## config.mk

```make
export PLATFORM = sky130hd
export DESIGN_NAME = ascii_sentence_deframer
export DESIGN_NICKNAME = d
export VERILOG_FILES = /design/src/hdl/asd_pkg.sv /design/src/hdl/asd_ram.sv /design/src/hdl/ascii_sentence_deframer.sv
export SDC_FILE = /design/constraint.sdc
export NUM_CORES = 1
export LEC_CHECK = 0
export BUFFER_PORTS_ARGS = -buffer_cell sky130_fd_sc_hd__buf_4
export CAP_MARGIN = 10
export CORE_MARGIN = 3
export CORE_UTILIZATION = 55
export CTS_CLUSTER_SIZE = 10
export DETAILED_ROUTE_END_ITERATION = 10
export GPL_TIMING_DRIVEN = 0
export PLACE_DENSITY = 0.68
export SLEW_MARGIN = 0
export SYNTH_ARGS = -nofsm -noshare
export SYNTH_HDL_FRONTEND = slang
export SYNTH_SLANG_ARGS = --single-unit
```

## constraint.sdc

```tcl
create_clock -name clk -period 3.1 [get_ports clk]
set_clock_uncertainty 0.2 [all_clocks]
set_input_delay 0.93 -clock clk [delete_from_list [all_inputs] [get_ports clk]]
set_output_delay 0.93 -clock clk [all_outputs]
set_load 0.02 [all_outputs]
```

## src/hdl/asd_pkg.sv

```systemverilog
// Shared constants, status codes and the hex digit decoder of the sentence deframer.
// Depends on nothing; used by the top level and its checker.
`default_nettype none
package asd_pkg;

	localparam int PAYLOAD_MAX    = 31;
	localparam int RX_BUFFER_SIZE = 64;

	localparam int PLEN_W = $clog2(PAYLOAD_MAX + 1);
	localparam int ADDR_W = (PAYLOAD_MAX > 1) ? $clog2(PAYLOAD_MAX) : 1;
	localparam int SLEN_W = $clog2(RX_BUFFER_SIZE);

	// Output word: data, status, id, received, hex ok, computed, match, zero fill.
	localparam int OUT_W = 48;

	localparam logic [7:0] CH_DOLLAR = 8'h24;
	localparam logic [7:0] CH_COMMA  = 8'h2C;
	localparam logic [7:0] CH_STAR   = 8'h2A;
	localparam logic [7:0] CH_CR     = 8'h0D;
	localparam logic [7:0] CH_LF     = 8'h0A;
	localparam logic [7:0] CH_ZERO   = 8'h30;
	localparam logic [7:0] CH_NINE   = 8'h39;
	localparam logic [7:0] CH_UPPER_A = 8'h41;
	localparam logic [7:0] CH_UPPER_F = 8'h46;

	localparam logic [1:0] ST_OK       = 2'd0;
	localparam logic [1:0] ST_BAD_ID   = 2'd1;
	localparam logic [1:0] ST_BAD_CSUM = 2'd2;
	localparam logic [1:0] ST_OVERFLOW = 2'd3;

	typedef struct packed {
		logic       ok;
		logic [3:0] value;
	} hex_digit_t;

	function automatic hex_digit_t hex_decode(input logic [7:0] c);
		hex_digit_t r;
		logic [7:0] d;
		r.ok = 1'b1;
		r.value = 4'd0;
		if (c >= CH_ZERO && c <= CH_NINE) begin
			d = c - CH_ZERO;
			r.value = d[3:0];
		end else if (c >= CH_UPPER_A && c <= CH_UPPER_F) begin
			d = c - CH_UPPER_A + 8'd10;
			r.value = d[3:0];
		end else begin
			r.ok = 1'b0;
		end
		return r;
	endfunction

endpackage
`default_nettype wire

```

## src/hdl/asd_ram.sv

```systemverilog
// Generic single-port-write, single-port-read RAM with a registered read.
// Depends on nothing.
`default_nettype none
module asd_ram #(
	parameter int WIDTH = 8,
	parameter int DEPTH = 32
) (
	input  wire logic                                 clk,
	input  wire logic                                 we,
	input  wire logic [(DEPTH > 1 ? $clog2(DEPTH) : 1)-1:0] waddr,
	input  wire logic [WIDTH-1:0]                     wdata,
	input  wire logic                                 re,
	input  wire logic [(DEPTH > 1 ? $clog2(DEPTH) : 1)-1:0] raddr,
	output logic      [WIDTH-1:0]                     rdata
);

	logic [WIDTH-1:0] mem_q [DEPTH];

	always_ff @(posedge clk) begin
		if (we) begin
			mem_q[waddr] <= wdata;
		end
		if (re) begin
			rdata <= mem_q[raddr];
		end
	end

endmodule
`default_nettype wire

```

## src/hdl/ascii_sentence_deframer.sv

```systemverilog
// Top level of the ASCII sentence deframer: framing state, payload store and output register.
// Depends on asd_pkg and asd_ram.
//
//  Channel  | Role   | Word contents
//  ---------+--------+----------------------------------------------------------
//  s_axis   | input  | tdata[7:0] received character
//  m_axis   | output | tdata payload byte or status, tuser is_status, tlast last
//
// A character that ends a sentence with an error, or a good one with no payload, loads a
// status word straight into the output register. A good sentence with N stored payload
// bytes then drains them from the payload RAM, each as a read (CTL_RD) and a load of the
// output register (CTL_WAIT), followed by the status word (CTL_STATUS); the input stays
// closed until that status word is loaded. Reset (arst_n, asynchronous) returns to hunting
// for the start character; the payload RAM is not cleared. A stall on m_axis holds the
// output word; while that word waits, s_axis stays closed and a drain pauses.
`default_nettype none
module ascii_sentence_deframer (
	input  wire logic        clk,
	input  wire logic        arst_n,
	input  wire logic        s_axis_tvalid,
	output logic             s_axis_tready,
	input  wire logic [7:0]  s_axis_tdata,   // [7:0] rx_byte
	output logic             m_axis_tvalid,
	input  wire logic        m_axis_tready,
	output logic [asd_pkg::OUT_W-1:0] m_axis_tdata, // [7:0] data_byte, [9:8] status,
	                                         // [25:10] sentence_id,
	                                         // [33:26] received_checksum,
	                                         // [34] checksum_hex_ok,
	                                         // [42:35] computed_checksum,
	                                         // [43] checksum_match, [47:44] zero
	output logic             m_axis_tuser,   // [0] is_status
	output logic             m_axis_tlast    // last
);

	localparam int PLEN_W = asd_pkg::PLEN_W;
	localparam int ADDR_W = asd_pkg::ADDR_W;
	localparam int SLEN_W = asd_pkg::SLEN_W;

	// Position inside the sentence being framed.
	typedef enum logic [2:0] {
		PH_HUNT,
		PH_ID,
		PH_PAYLOAD,
		PH_TAIL,
		PH_TAIL_CR
	} phase_t;

	// Input side is open only in CTL_RUN; the other states drain a good sentence.
	typedef enum logic [1:0] {
		CTL_RUN,
		CTL_RD,
		CTL_WAIT,
		CTL_STATUS
	} ctl_t;

	typedef struct packed {
		logic [1:0]  count;
		logic [15:0] chars;
	} field_t;

	// Collects a character of a two-character field; the count saturates at three.
	function automatic field_t add_char(input field_t f, input logic [7:0] c);
		field_t r;
		r = f;
		if (f.count == 2'd0) begin
			r.chars[15:8] = c;
		end else if (f.count == 2'd1) begin
			r.chars[7:0] = c;
		end
		if (f.count != 2'd3) begin
			r.count = f.count + 2'd1;
		end
		return r;
	endfunction

	phase_t              phase_q, phase_d;
	ctl_t                ctl_q;
	field_t              id_q, id_d;
	field_t              tail_q, tail_d;
	logic [7:0]          xor_q, xor_d;
	logic [PLEN_W-1:0]   plen_q, plen_d;
	logic [SLEN_W-1:0]   slen_q, slen_d;
	logic [ADDR_W-1:0]   rd_idx_q;

	logic                       out_valid_q;
	logic [asd_pkg::OUT_W-1:0]  out_data_q;
	logic                       out_user_q;
	logic                       out_last_q;

	logic                slot_free;
	logic                in_fire;
	logic                ram_we;
	logic                ram_re;
	logic [7:0]          ram_rdata;
	logic                emit_err;
	logic [1:0]          err_code;
	logic                emit_ok;
	logic                start_drain;
	logic                drain_done;

	asd_pkg::hex_digit_t        hex_hi, hex_lo;
	logic                       hex_ok;
	logic [7:0]                 rx_csum;
	logic [asd_pkg::OUT_W-1:0]  ok_word;
	logic [asd_pkg::OUT_W-1:0]  err_word;

	assign slot_free     = !out_valid_q || m_axis_tready;
	assign s_axis_tready = (ctl_q == CTL_RUN) && slot_free;
	assign in_fire       = s_axis_tvalid && s_axis_tready;

	assign m_axis_tvalid = out_valid_q;
	assign m_axis_tdata  = out_data_q;
	assign m_axis_tuser  = out_user_q;
	assign m_axis_tlast  = out_last_q;

	// Checksum decode from the held tail characters; these stay put during a drain.
	assign hex_hi  = asd_pkg::hex_decode(tail_q.chars[15:8]);
	assign hex_lo  = asd_pkg::hex_decode(tail_q.chars[7:0]);
	assign hex_ok  = hex_hi.ok && hex_lo.ok;
	assign rx_csum = hex_ok ? {hex_hi.value, hex_lo.value} : 8'd0;

	assign ok_word  = {4'd0, (hex_ok && (rx_csum == xor_q)), xor_q, hex_ok, rx_csum,
	                   id_q.chars, asd_pkg::ST_OK, 8'd0};
	assign err_word = {38'd0, err_code, 8'd0};

	assign drain_done = ((PLEN_W'(rd_idx_q) + PLEN_W'(1)) == plen_q);
	assign ram_re     = (ctl_q == CTL_RD);

	// Framing step for one accepted character.
	always_comb begin
		phase_d     = phase_q;
		id_d        = id_q;
		tail_d      = tail_q;
		xor_d       = xor_q;
		plen_d      = plen_q;
		slen_d      = slen_q;
		ram_we      = 1'b0;
		emit_err    = 1'b0;
		err_code    = asd_pkg::ST_OK;
		emit_ok     = 1'b0;
		start_drain = 1'b0;
		if (in_fire) begin
			if (phase_q == PH_HUNT) begin
				if (s_axis_tdata == asd_pkg::CH_DOLLAR) begin
					phase_d = PH_ID;
					id_d    = '0;
					tail_d  = '0;
					xor_d   = 8'd0;
					plen_d  = '0;
					slen_d  = SLEN_W'(1);
				end
			end else if (slen_q >= SLEN_W'(asd_pkg::RX_BUFFER_SIZE - 1)) begin
				// The sentence no longer fits the receive buffer.
				phase_d  = PH_HUNT;
				emit_err = 1'b1;
				err_code = asd_pkg::ST_OVERFLOW;
			end else begin
				slen_d = slen_q + SLEN_W'(1);
				case (phase_q)
					PH_ID: begin
						xor_d = xor_q ^ s_axis_tdata;
						if (s_axis_tdata == asd_pkg::CH_COMMA) begin
							phase_d = PH_PAYLOAD;
						end else begin
							id_d = add_char(id_q, s_axis_tdata);
						end
					end
					PH_PAYLOAD: begin
						if (s_axis_tdata == asd_pkg::CH_STAR) begin
							phase_d = PH_TAIL;
						end else begin
							xor_d = xor_q ^ s_axis_tdata;
							if (plen_q < PLEN_W'(asd_pkg::PAYLOAD_MAX)) begin
								ram_we = 1'b1;
								plen_d = plen_q + PLEN_W'(1);
							end
						end
					end
					PH_TAIL: begin
						if (s_axis_tdata == asd_pkg::CH_CR) begin
							phase_d = PH_TAIL_CR;
						end else begin
							tail_d = add_char(tail_q, s_axis_tdata);
						end
					end
					PH_TAIL_CR: begin
						if (s_axis_tdata == asd_pkg::CH_LF) begin
							phase_d = PH_HUNT;
							if (id_q.count != 2'd2) begin
								emit_err = 1'b1;
								err_code = asd_pkg::ST_BAD_ID;
							end else if (tail_q.count != 2'd2) begin
								emit_err = 1'b1;
								err_code = asd_pkg::ST_BAD_CSUM;
							end else if (plen_q == '0) begin
								emit_ok = 1'b1;
							end else begin
								start_drain = 1'b1;
							end
						end else begin
							// The pending CR was a checksum character after all.
							tail_d = add_char(tail_q, asd_pkg::CH_CR);
							if (s_axis_tdata != asd_pkg::CH_CR) begin
								tail_d  = add_char(add_char(tail_q, asd_pkg::CH_CR),
								                   s_axis_tdata);
								phase_d = PH_TAIL;
							end
						end
					end
					default: begin
						phase_d = PH_HUNT;
					end
				endcase
			end
		end
	end

	asd_ram #(
		.WIDTH(8),
		.DEPTH(asd_pkg::PAYLOAD_MAX)
	) u_payload_ram (
		.clk  (clk),
		.we   (ram_we),
		.waddr(plen_q[ADDR_W-1:0]),
		.wdata(s_axis_tdata),
		.re   (ram_re),
		.raddr(rd_idx_q),
		.rdata(ram_rdata)
	);

	always_ff @(posedge clk or negedge arst_n) begin
		if (!arst_n) begin
			phase_q     <= PH_HUNT;
			ctl_q       <= CTL_RUN;
			id_q        <= '0;
			tail_q      <= '0;
			xor_q       <= 8'd0;
			plen_q      <= '0;
			slen_q      <= '0;
			rd_idx_q    <= '0;
			out_valid_q <= 1'b0;
			out_data_q  <= '0;
			out_user_q  <= 1'b0;
			out_last_q  <= 1'b0;
		end else begin
			phase_q <= phase_d;
			id_q    <= id_d;
			tail_q  <= tail_d;
			xor_q   <= xor_d;
			plen_q  <= plen_d;
			slen_q  <= slen_d;

			case (ctl_q)
				CTL_RUN: begin
					if (emit_err) begin
						out_valid_q <= 1'b1;
						out_data_q  <= err_word;
						out_user_q  <= 1'b1;
						out_last_q  <= 1'b1;
					end else if (emit_ok) begin
						out_valid_q <= 1'b1;
						out_data_q  <= ok_word;
						out_user_q  <= 1'b1;
						out_last_q  <= 1'b1;
					end else begin
						if (m_axis_tready) begin
							out_valid_q <= 1'b0;
						end
						if (start_drain) begin
							rd_idx_q <= '0;
							ctl_q    <= CTL_RD;
						end
					end
				end
				CTL_RD: begin
					if (m_axis_tready) begin
						out_valid_q <= 1'b0;
					end
					ctl_q <= CTL_WAIT;
				end
				CTL_WAIT: begin
					// The RAM output holds until the next read, so a stall is harmless.
					if (slot_free) begin
						out_valid_q <= 1'b1;
						out_data_q  <= {40'd0, ram_rdata};
						out_user_q  <= 1'b0;
						out_last_q  <= 1'b0;
						if (drain_done) begin
							ctl_q <= CTL_STATUS;
						end else begin
							rd_idx_q <= rd_idx_q + ADDR_W'(1);
							ctl_q    <= CTL_RD;
						end
					end
				end
				CTL_STATUS: begin
					if (slot_free) begin
						out_valid_q <= 1'b1;
						out_data_q  <= ok_word;
						out_user_q  <= 1'b1;
						out_last_q  <= 1'b1;
						ctl_q       <= CTL_RUN;
					end
				end
				default: begin
					if (m_axis_tready) begin
						out_valid_q <= 1'b0;
					end
					ctl_q <= CTL_RUN;
				end
			endcase
		end
	end

endmodule
`default_nettype wire

```

==> results.md, run 1 <==
- Fraction of layout cells with a size suffix above 1: 27.5%
- Post-synth design cell area: 15,700 sq um
- DIE HEIGHT: 175 um
- Worst setup SP type: input port
- Die Footprint: 30,500 sq um
- Post-synth EDFFs: 256
- 1st-iter DRT viols: 931
- # fillers: 1,972
- Detailed Routing Iterations Pass 1: 5
- Total power draw: 15.2 mW
- Largest net degree at the start of global routing: 63
- FF-to-FF Start: rd_idx_q[1]$_DFFE_PN0P_
- P&R area growth vs syn: 17.0%
- CTS Hold Bufs: 0
- Max-slew headroom: 42.9%
- Worst-path clk slew: 0.05 ns
- Critical path buffers and inverters: 2
- Worst reg2reg setup slack: 0.11 ns
- Vias in the first global route: 9,285
- Crit end category: flip-flop
- CP Class: in -> reg
- H-tree lvl count: 2
- Global-route wire length before repair: 55,000 um
- GRT Residual Overflow: 0
- Status: finished, final reports clean
- Yosys cell types: 76
- Delay-heaviest family, CP: simple AND/OR/NAND/NOR gates
- Clock tree buffer depth: 3
- IO Pins: 64
- Placement Setup Slack: -0.975 ns
- Cells after Synth: 994
- GPL Wtd Cong: 0.897
- Total track usage: 23.6%
- Worst hold-check path type: in -> async
- Lkg Pwr: 6.56 nW
- Root buf cell: clkbuf_16
- R2R Path End: u_payload_ram.rdata[7]$_DFFE_PN_
- Worst path arrival time: 3.21 ns
- Core area: 27,900 sq um
- Synthesized area per cell: 15.8 sq um
- Total number of vias: 9,201
- CTS sink count: 367
- Post-route ant nets: 0
- Async set-or-reset flop fraction in the synthesized netlist: 30.2%
- Max FO, Critical Path: 39
- IO buf count: 59
- Final setup viols: 0
- Worst setup margin: 0.0885 ns
- VDD IR max: 0.000516 V
- Critical-path cell list: clkbuf_8 -> nor2b_2 -> nand4_1 -> a21o_1 -> nor3_2 -> a31o_2 -> buf_2 -> mux2_2
- Synthesis-stage register bit count: 367
- Nets: 1,136
- Main synth FF type: edfxtp_1
- Total Routed Length: 35,800 um
- Sequential cell area: 10,500 sq um
- R2R depth: 5
- Fin crit period: 3.01 ns
- Slowest CP cell: a21o_1
- Initial antenna violation count: 0
- WL/cell: 23.8 um
- Fin. max-slew vios: 0
- Total power per unit cell area: 830 nW/um^2
- # DRC: 0
- Largest stage delay, worst path: 0.36 ns
- Via density: 6.11
- Post-DP HPWL: 23,000 um
- Hold Vio Cnt, Final: 0
- Max cap viols: 0
- Synth warnings: 0
- Measured slew at the worst slew-check pin: 0.843 ns
- Clock latency on the worst-skew pair: 0.53 ns
- Footprint of the multi-input gates: 5290 sq um
- Highest Clock Rate: 332 MHz
- Post-synthesis sequential area ratio: 66.8%
- Row count: 61
- Die X: 175 um
- Starting Density: 56.1%
- ANT cells: 0
- Fin crit share: 97.1%
- CTS tree: built
- Critical path data required time: 3.30 ns
- CTS buffer count: 43
## sequential cells by signal (all words and copies together) (netlist names), 2 cells and up
signal and cells:
plen_q 5, tail_q 18, ctl_q 2, slen_q 6, id_q 18, xor_q 8, u_payload_ram.mem_q 248, rd_idx_q 5
m_axis_tdata 44, u_payload_ram.rdata 8, phase_q 3
## cells by family (layout without fill, tap and decap cells)
group	after synthesis	after routing	synth area share, %
flops	367	367	66.8
simple gates	243	243	8.13
compound gates	161	161	7.32
mux	113	113	13.2
buf+inv	68	200	1.80
xor+xnor	25	25	1.40
fa+ha+maj	16	16	1.28
other cells	1	4	0.0239
## layout by cell type (no fill, tap or decap), types with 4 or more instances in the layout
cell | synthesis | layout
a22o_1 | 41 | 41
nor2b_1 | 10 | 9
buf_2 | 6 | 4
o21ai_0 | 43 | 43
nand2b_1 | 6 | 6
ha_1 | 16 | 16
a21o_1 | 4 | 4
o21bai_1 | 5 | 5
a22oi_1 | 4 | 4
inv_1 | 18 | 18
nand4_1 | 5 | 5
a21oi_1 | 21 | 19
and3_1 | 4 | 4
buf_6 | 0 | 6
buf_4 | 5 | 65
nand3_1 | 13 | 12
nand2_1 | 65 | 61
xor2_1 | 16 | 16
nor4_1 | 5 | 4
mux2i_1 | 14 | 14
nand4b_1 | 4 | 4
clkbuf_1 | 36 | 40
nor3_1 | 9 | 6
or3_1 | 4 | 4
o211ai_1 | 4 | 4
and2_1 | 10 | 10
conb_1 | 1 | 4
nand3b_1 | 5 | 5
nor2_1 | 70 | 39
clkbuf_16 | 0 | 44
or3b_2 | 6 | 6
nor3b_1 | 6 | 5
xnor2_1 | 9 | 9
nor2_4 | 0 | 31
edfxtp_1 | 256 | 256
mux2_2 | 26 | 26
dfrtp_1 | 111 | 111
mux4_2 | 72 | 72
clkbuf_2 | 0 | 13
## final cells by class
| cell class | instances | share of cell area (%) |
|---|---|---|
| Clock inverter | 4 | 0.205 |
| Inverter | 18 | 0.369 |
| Multi-Input combinational cell | 562 | 28.9 |
| Clock buffer | 62 | 6.38 |
| Tap cell | 378 | 2.58 |
| Sequential cell | 367 | 57.1 |
| Buffer | 49 | 1.37 |
| Timing Repair Buffer | 67 | 3.11 |
## through the flow
step           hold slack, ns  util (%)  setup TNS (ns)  instances  instance area, sq um
3_3_place_gp            0.264      59.6         -271.81       1434                 16700
4_1_cts                 0.245      64.3          -70.53       1501                 18000
6_report                0.229      65.6               0       1507                 18300
3_5_place_dp            0.272      59.7         -264.12       1435                 16700
5_1_grt                 0.284      65.6          -0.322       1507                 18300
2_1_floorplan           0.260         -          -0.462        997                 15700
## routing by layer
| metal | up-vias | routed length, um | global-route usage (%) |
|---|---|---|---|
| li1 | 4089 | - | - |
| met1 | 4704 | 15500 | 34.8 |
| met2 | 345 | 17000 | 36.8 |
| met3 | 63 | 2460 | 4.39 |
| met4 | 0 | 856 | 6.75 |
| met5 | - | 0 | 0 |
## worst max-delay path by stage
stage	start	to	slack, ns	depth (start not counted)
detailed placement	m_axis_tready	u_payload_ram.mem_q[3][6]$_DFFE_PP_	-0.98	8
CTS	m_axis_tready	u_payload_ram.mem_q[0][6]$_DFFE_PP_	-0.34	8
finish	s_axis_tdata[5]	id_q[0]$_DFFE_PN0P_	0.09	8
global route	ctl_q[1]$_DFFE_PN0P_	u_payload_ram.mem_q[10][5]$_DFFE_PP_	-0.02	8
floorplan	m_axis_tready	u_payload_ram.mem_q[27][0]$_DFFE_PP_	-0.01	7
global placement	m_axis_tready	u_payload_ram.mem_q[3][6]$_DFFE_PP_	-0.96	8
## repair_timing
item                                    in CTS  in global routing
gates resized for setup                     30                 66
endpoints found under the setup margin     293                327
pin swaps                                    0                 14
setup buffers                                0                  7
## cells in the mapped netlist, types with 6 or more instances
| master | count | area share [%] |
|---|---|---|
| a21oi_1 | 21 | 0.67 |
| a22o_1 | 41 | 2.3 |
| and2_1 | 10 | 0.40 |
| buf_2 | 6 | 0.19 |
| clkbuf_1 | 36 | 0.86 |
| dfrtp_1 | 111 | 18 |
| edfxtp_1 | 256 | 49 |
| ha_1 | 16 | 1.3 |
| inv_1 | 18 | 0.43 |
| mux2_2 | 26 | 1.9 |
| mux2i_1 | 14 | 0.89 |
| mux4_2 | 72 | 10 |
| nand2_1 | 65 | 1.6 |
| nand2b_1 | 6 | 0.24 |
| nand3_1 | 13 | 0.42 |
| nor2_1 | 70 | 1.7 |
| nor2b_1 | 10 | 0.40 |
| nor3_1 | 9 | 0.29 |
| nor3b_1 | 6 | 0.29 |
| o21ai_0 | 43 | 1.4 |
| or3b_2 | 6 | 0.34 |
| xnor2_1 | 9 | 0.50 |
| xor2_1 | 16 | 0.89 |
## worst reg2reg max path, cell delays in order, from the launching register on
cell,delay [ns]
dfrtp_1,0.37
clkbuf_2,0.36
clkbuf_1,0.55
mux4_2,0.44
mux4_2,0.53
mux2_2,0.29
## power by group
group | internal (mW) | switching, mW
Combinational | 1.97 | 2.53
Clock | 2.59 | 1.82
Sequential | 5.85 | 0.443
Power figures use the tool's default switching activity.
==> run 2, diff against run 1 <==
CELL_PAD_IN_SITES_DETAIL_PLACEMENT = 1   (was not set)
CELL_PAD_IN_SITES_GLOBAL_PLACEMENT = 1   (was not set)
CORE_UTILIZATION = 53   (was 55)
PLACE_DENSITY = 0.76   (was 0.68)
RECOVER_POWER = 25   (was not set)
==> results.md, run 2 (synthesis gave the netlist of run 1 again) <==
- 1st-iter DRT viols: 832 (-11%)
- Status: finished, final reports clean
- # fillers: 2,603 (+32%)
- Critical path data required time: 3.18 ns (-0.12 ns)
- Root buf cell: clkbuf_16
- DIE HEIGHT: 178 um (+1.8%)
- P&R area growth vs syn: 18.3%
- Highest Clock Rate: 327 MHz (-1.5%)
- Final cell count without fillers: 1,527 (+1.3%)
- Footprint of the multi-input gates: 5280 sq um (about the same)
- Largest Register: u_payload_ram.mem_q
- ANT cells: 0 (unchanged)
- Worst setup SP type: flip-flop
- Worst-path clk slew: 0.05 ns (about the same)
- Measured slew at the worst slew-check pin: 0.897 ns (+0.0537 ns)
- # DRC: 0 (unchanged)
- Nets: 1,150 (+1.2%)
- Detailed Routing Iterations Pass 1: 5 (unchanged)
- Setup_tns: 0 ns (unchanged)
- Sequential cell area: 10,500 sq um (unchanged)
- CTS buffer count: 43 (unchanged)
- Fin crit period: 3.06 ns (+0.0447 ns)
- CTS tree: built
- Total power per unit cell area: 837 nW/um^2 (+0.87%)
- Vias in the first global route: 10,085 (+8.6%)
- Total number of vias: 9,476 (+3.0%)
- GRT Residual Overflow: 0 (unchanged)
- Fin Hold WS: 0.277 ns (+0.0474 ns)
- Final setup viols: 0 (unchanged)
- Commonest non-fill, non-tap cells in the layout: 256 x edfxtp_1, 111 x dfrtp_1, 73 x buf_4
- Fin. max-slew vios: 0 (unchanged)
- WL/cell: 26.7 um (+12%)
- Total Routed Length: 40,700 um (+14%)
- Commonest non-fill, non-tap cell in the layout: edfxtp_1
- Crit end category: flip-flop
- VDD IR max: 0.000462 V (-10%)
- Max-slew headroom: 39.3% (-3.6 points)
- Largest net degree at the start of global routing: 64 (+1.6%)
- Lkg Pwr: 6.66 nW (+1.6%)
- Starting Density: 54.1% (-1.9 points)
- IO Pins: 64 (unchanged)
- Post-DP HPWL: 26,000 um (+13%)
- Post-route ant nets: 0 (unchanged)
- Fraction of layout cells with a size suffix above 1: 28.4% (+0.89 points)
- GPL Wtd Cong: 0.896 (about the same)
- Clock tree buffer depth: 3 (unchanged)
- Cells after DPL: 1,441 (+0.42%)
- Max FO, Critical Path: 10 (-74%)
- Worst path arrival time: 3.14 ns (-0.07 ns)
- Final Core Density: 64.0% (-1.5 points)
- H-tree lvl count: 2 (unchanged)
- Row count: 62 (+1.6%)
- Unrepaired setup endpoints after global routing: true
- Fin crit share: 98.6% (+1.4 points)
- CTS sink count: 367 (unchanged)
- Clock latency on the worst-skew pair: 0.53 ns (about the same)
- Worst hold-check path type: reg -> reg
- Initial antenna violation count: 1 (+1)
- Max reg flops: 248 (unchanged)
- Max cap viols: 0 (unchanged)
- Die Footprint: 31,600 sq um (+3.6%)
- Global-route wire length before repair: 61,700 um (+12%)
- Hold Vio Cnt, Final: 0 (unchanged)
- CTS Hold Bufs: 0 (unchanged)
- Die X: 178 um (+1.8%)
- Total track usage: 26.2% (+2.6 points)
- Via density: 6.21 (+1.6%)
- CP Class: reg -> reg
- IO buf count: 59 (unchanged)
- Core area: 28,900 sq um (+3.6%)
## run 2: what timing repair did
action | 4_1_cts | 5_1_grt
setup endpoints to repair | 330 | 260
setup buffers | 5 | 16
pin swaps | 1 | 17
endpoints found under the hold margin | 0 | 0
gates cloned | 0 | 0
gates resized for setup | 75 | 25
## run 2: critical path: stages, from the launching register on
cell and delay (ns):
dfrtp_1 0.39, clkbuf_2 0.37, clkbuf_1 0.57, clkbuf_2 0.51, mux4_2 0.45, mux2_2 0.30
## run 2: final timing paths
kind	to	depth (start not counted)	start	slack, ns
worst min register to register	m_axis_tdata[2]$_DFFE_PN0P_	2	m_axis_tdata[2]$_DFFE_PN0P_	0.28
worst max-delay path	u_payload_ram.rdata[4]$_DFFE_PN_	5	rd_idx_q[2]$_DFFE_PN0P_	0.04
worst min-delay path	m_axis_tdata[2]$_DFFE_PN0P_	2	m_axis_tdata[2]$_DFFE_PN0P_	0.28
worst max register to register	u_payload_ram.rdata[4]$_DFFE_PN_	5	rd_idx_q[2]$_DFFE_PN0P_	0.04
max in group asynchronous	id_q[8]$_DFFE_PN0P_	2	arst_n	1.65
min in group asynchronous	m_axis_tdata[27]$_DFFE_PN0P_	1	arst_n	0.31
## run 2: stage by stage
step                total power [mW]  cell area (sq um)  setup slack, ns
detailed placement              10.8              16700            -1.06
floorplan                       9.26              15700         -0.00976
finish                          15.5              18500           0.0438
global route                    16.3              18500          -0.0325
CTS                             15.5              18200          0.00534
global placement                10.6              16700            -1.05
## run 2: routing by layer
layer	share of wire, %	vias to the layer above	GRT usage [%]
met3	6.4	70	4.75
li1	-	4120	-
met4	2.4	2	7.33
met2	49	332	41.8
met1	43	4952	37.6
met5	0.029	-	0
## run 2: cell type report
cell class | count | share of cell area (%)
clock inverter | 5 | 0.365
buffer | 49 | 1.40
timing repair buffer | 81 | 4.03
sequential | 367 | 56.5
clock buffer | 61 | 6.23
multi-input combinational | 562 | 28.5
tap | 384 | 2.59
inverter | 18 | 0.365
## run 2: where the power goes
part	total, mW	switching (mW)	leakage, nW	internal, mW
registers	6.32	0.462	3.75	5.85
logic	4.68	2.69	2.32	1.99
clock network	4.52	1.87	0.591	2.65
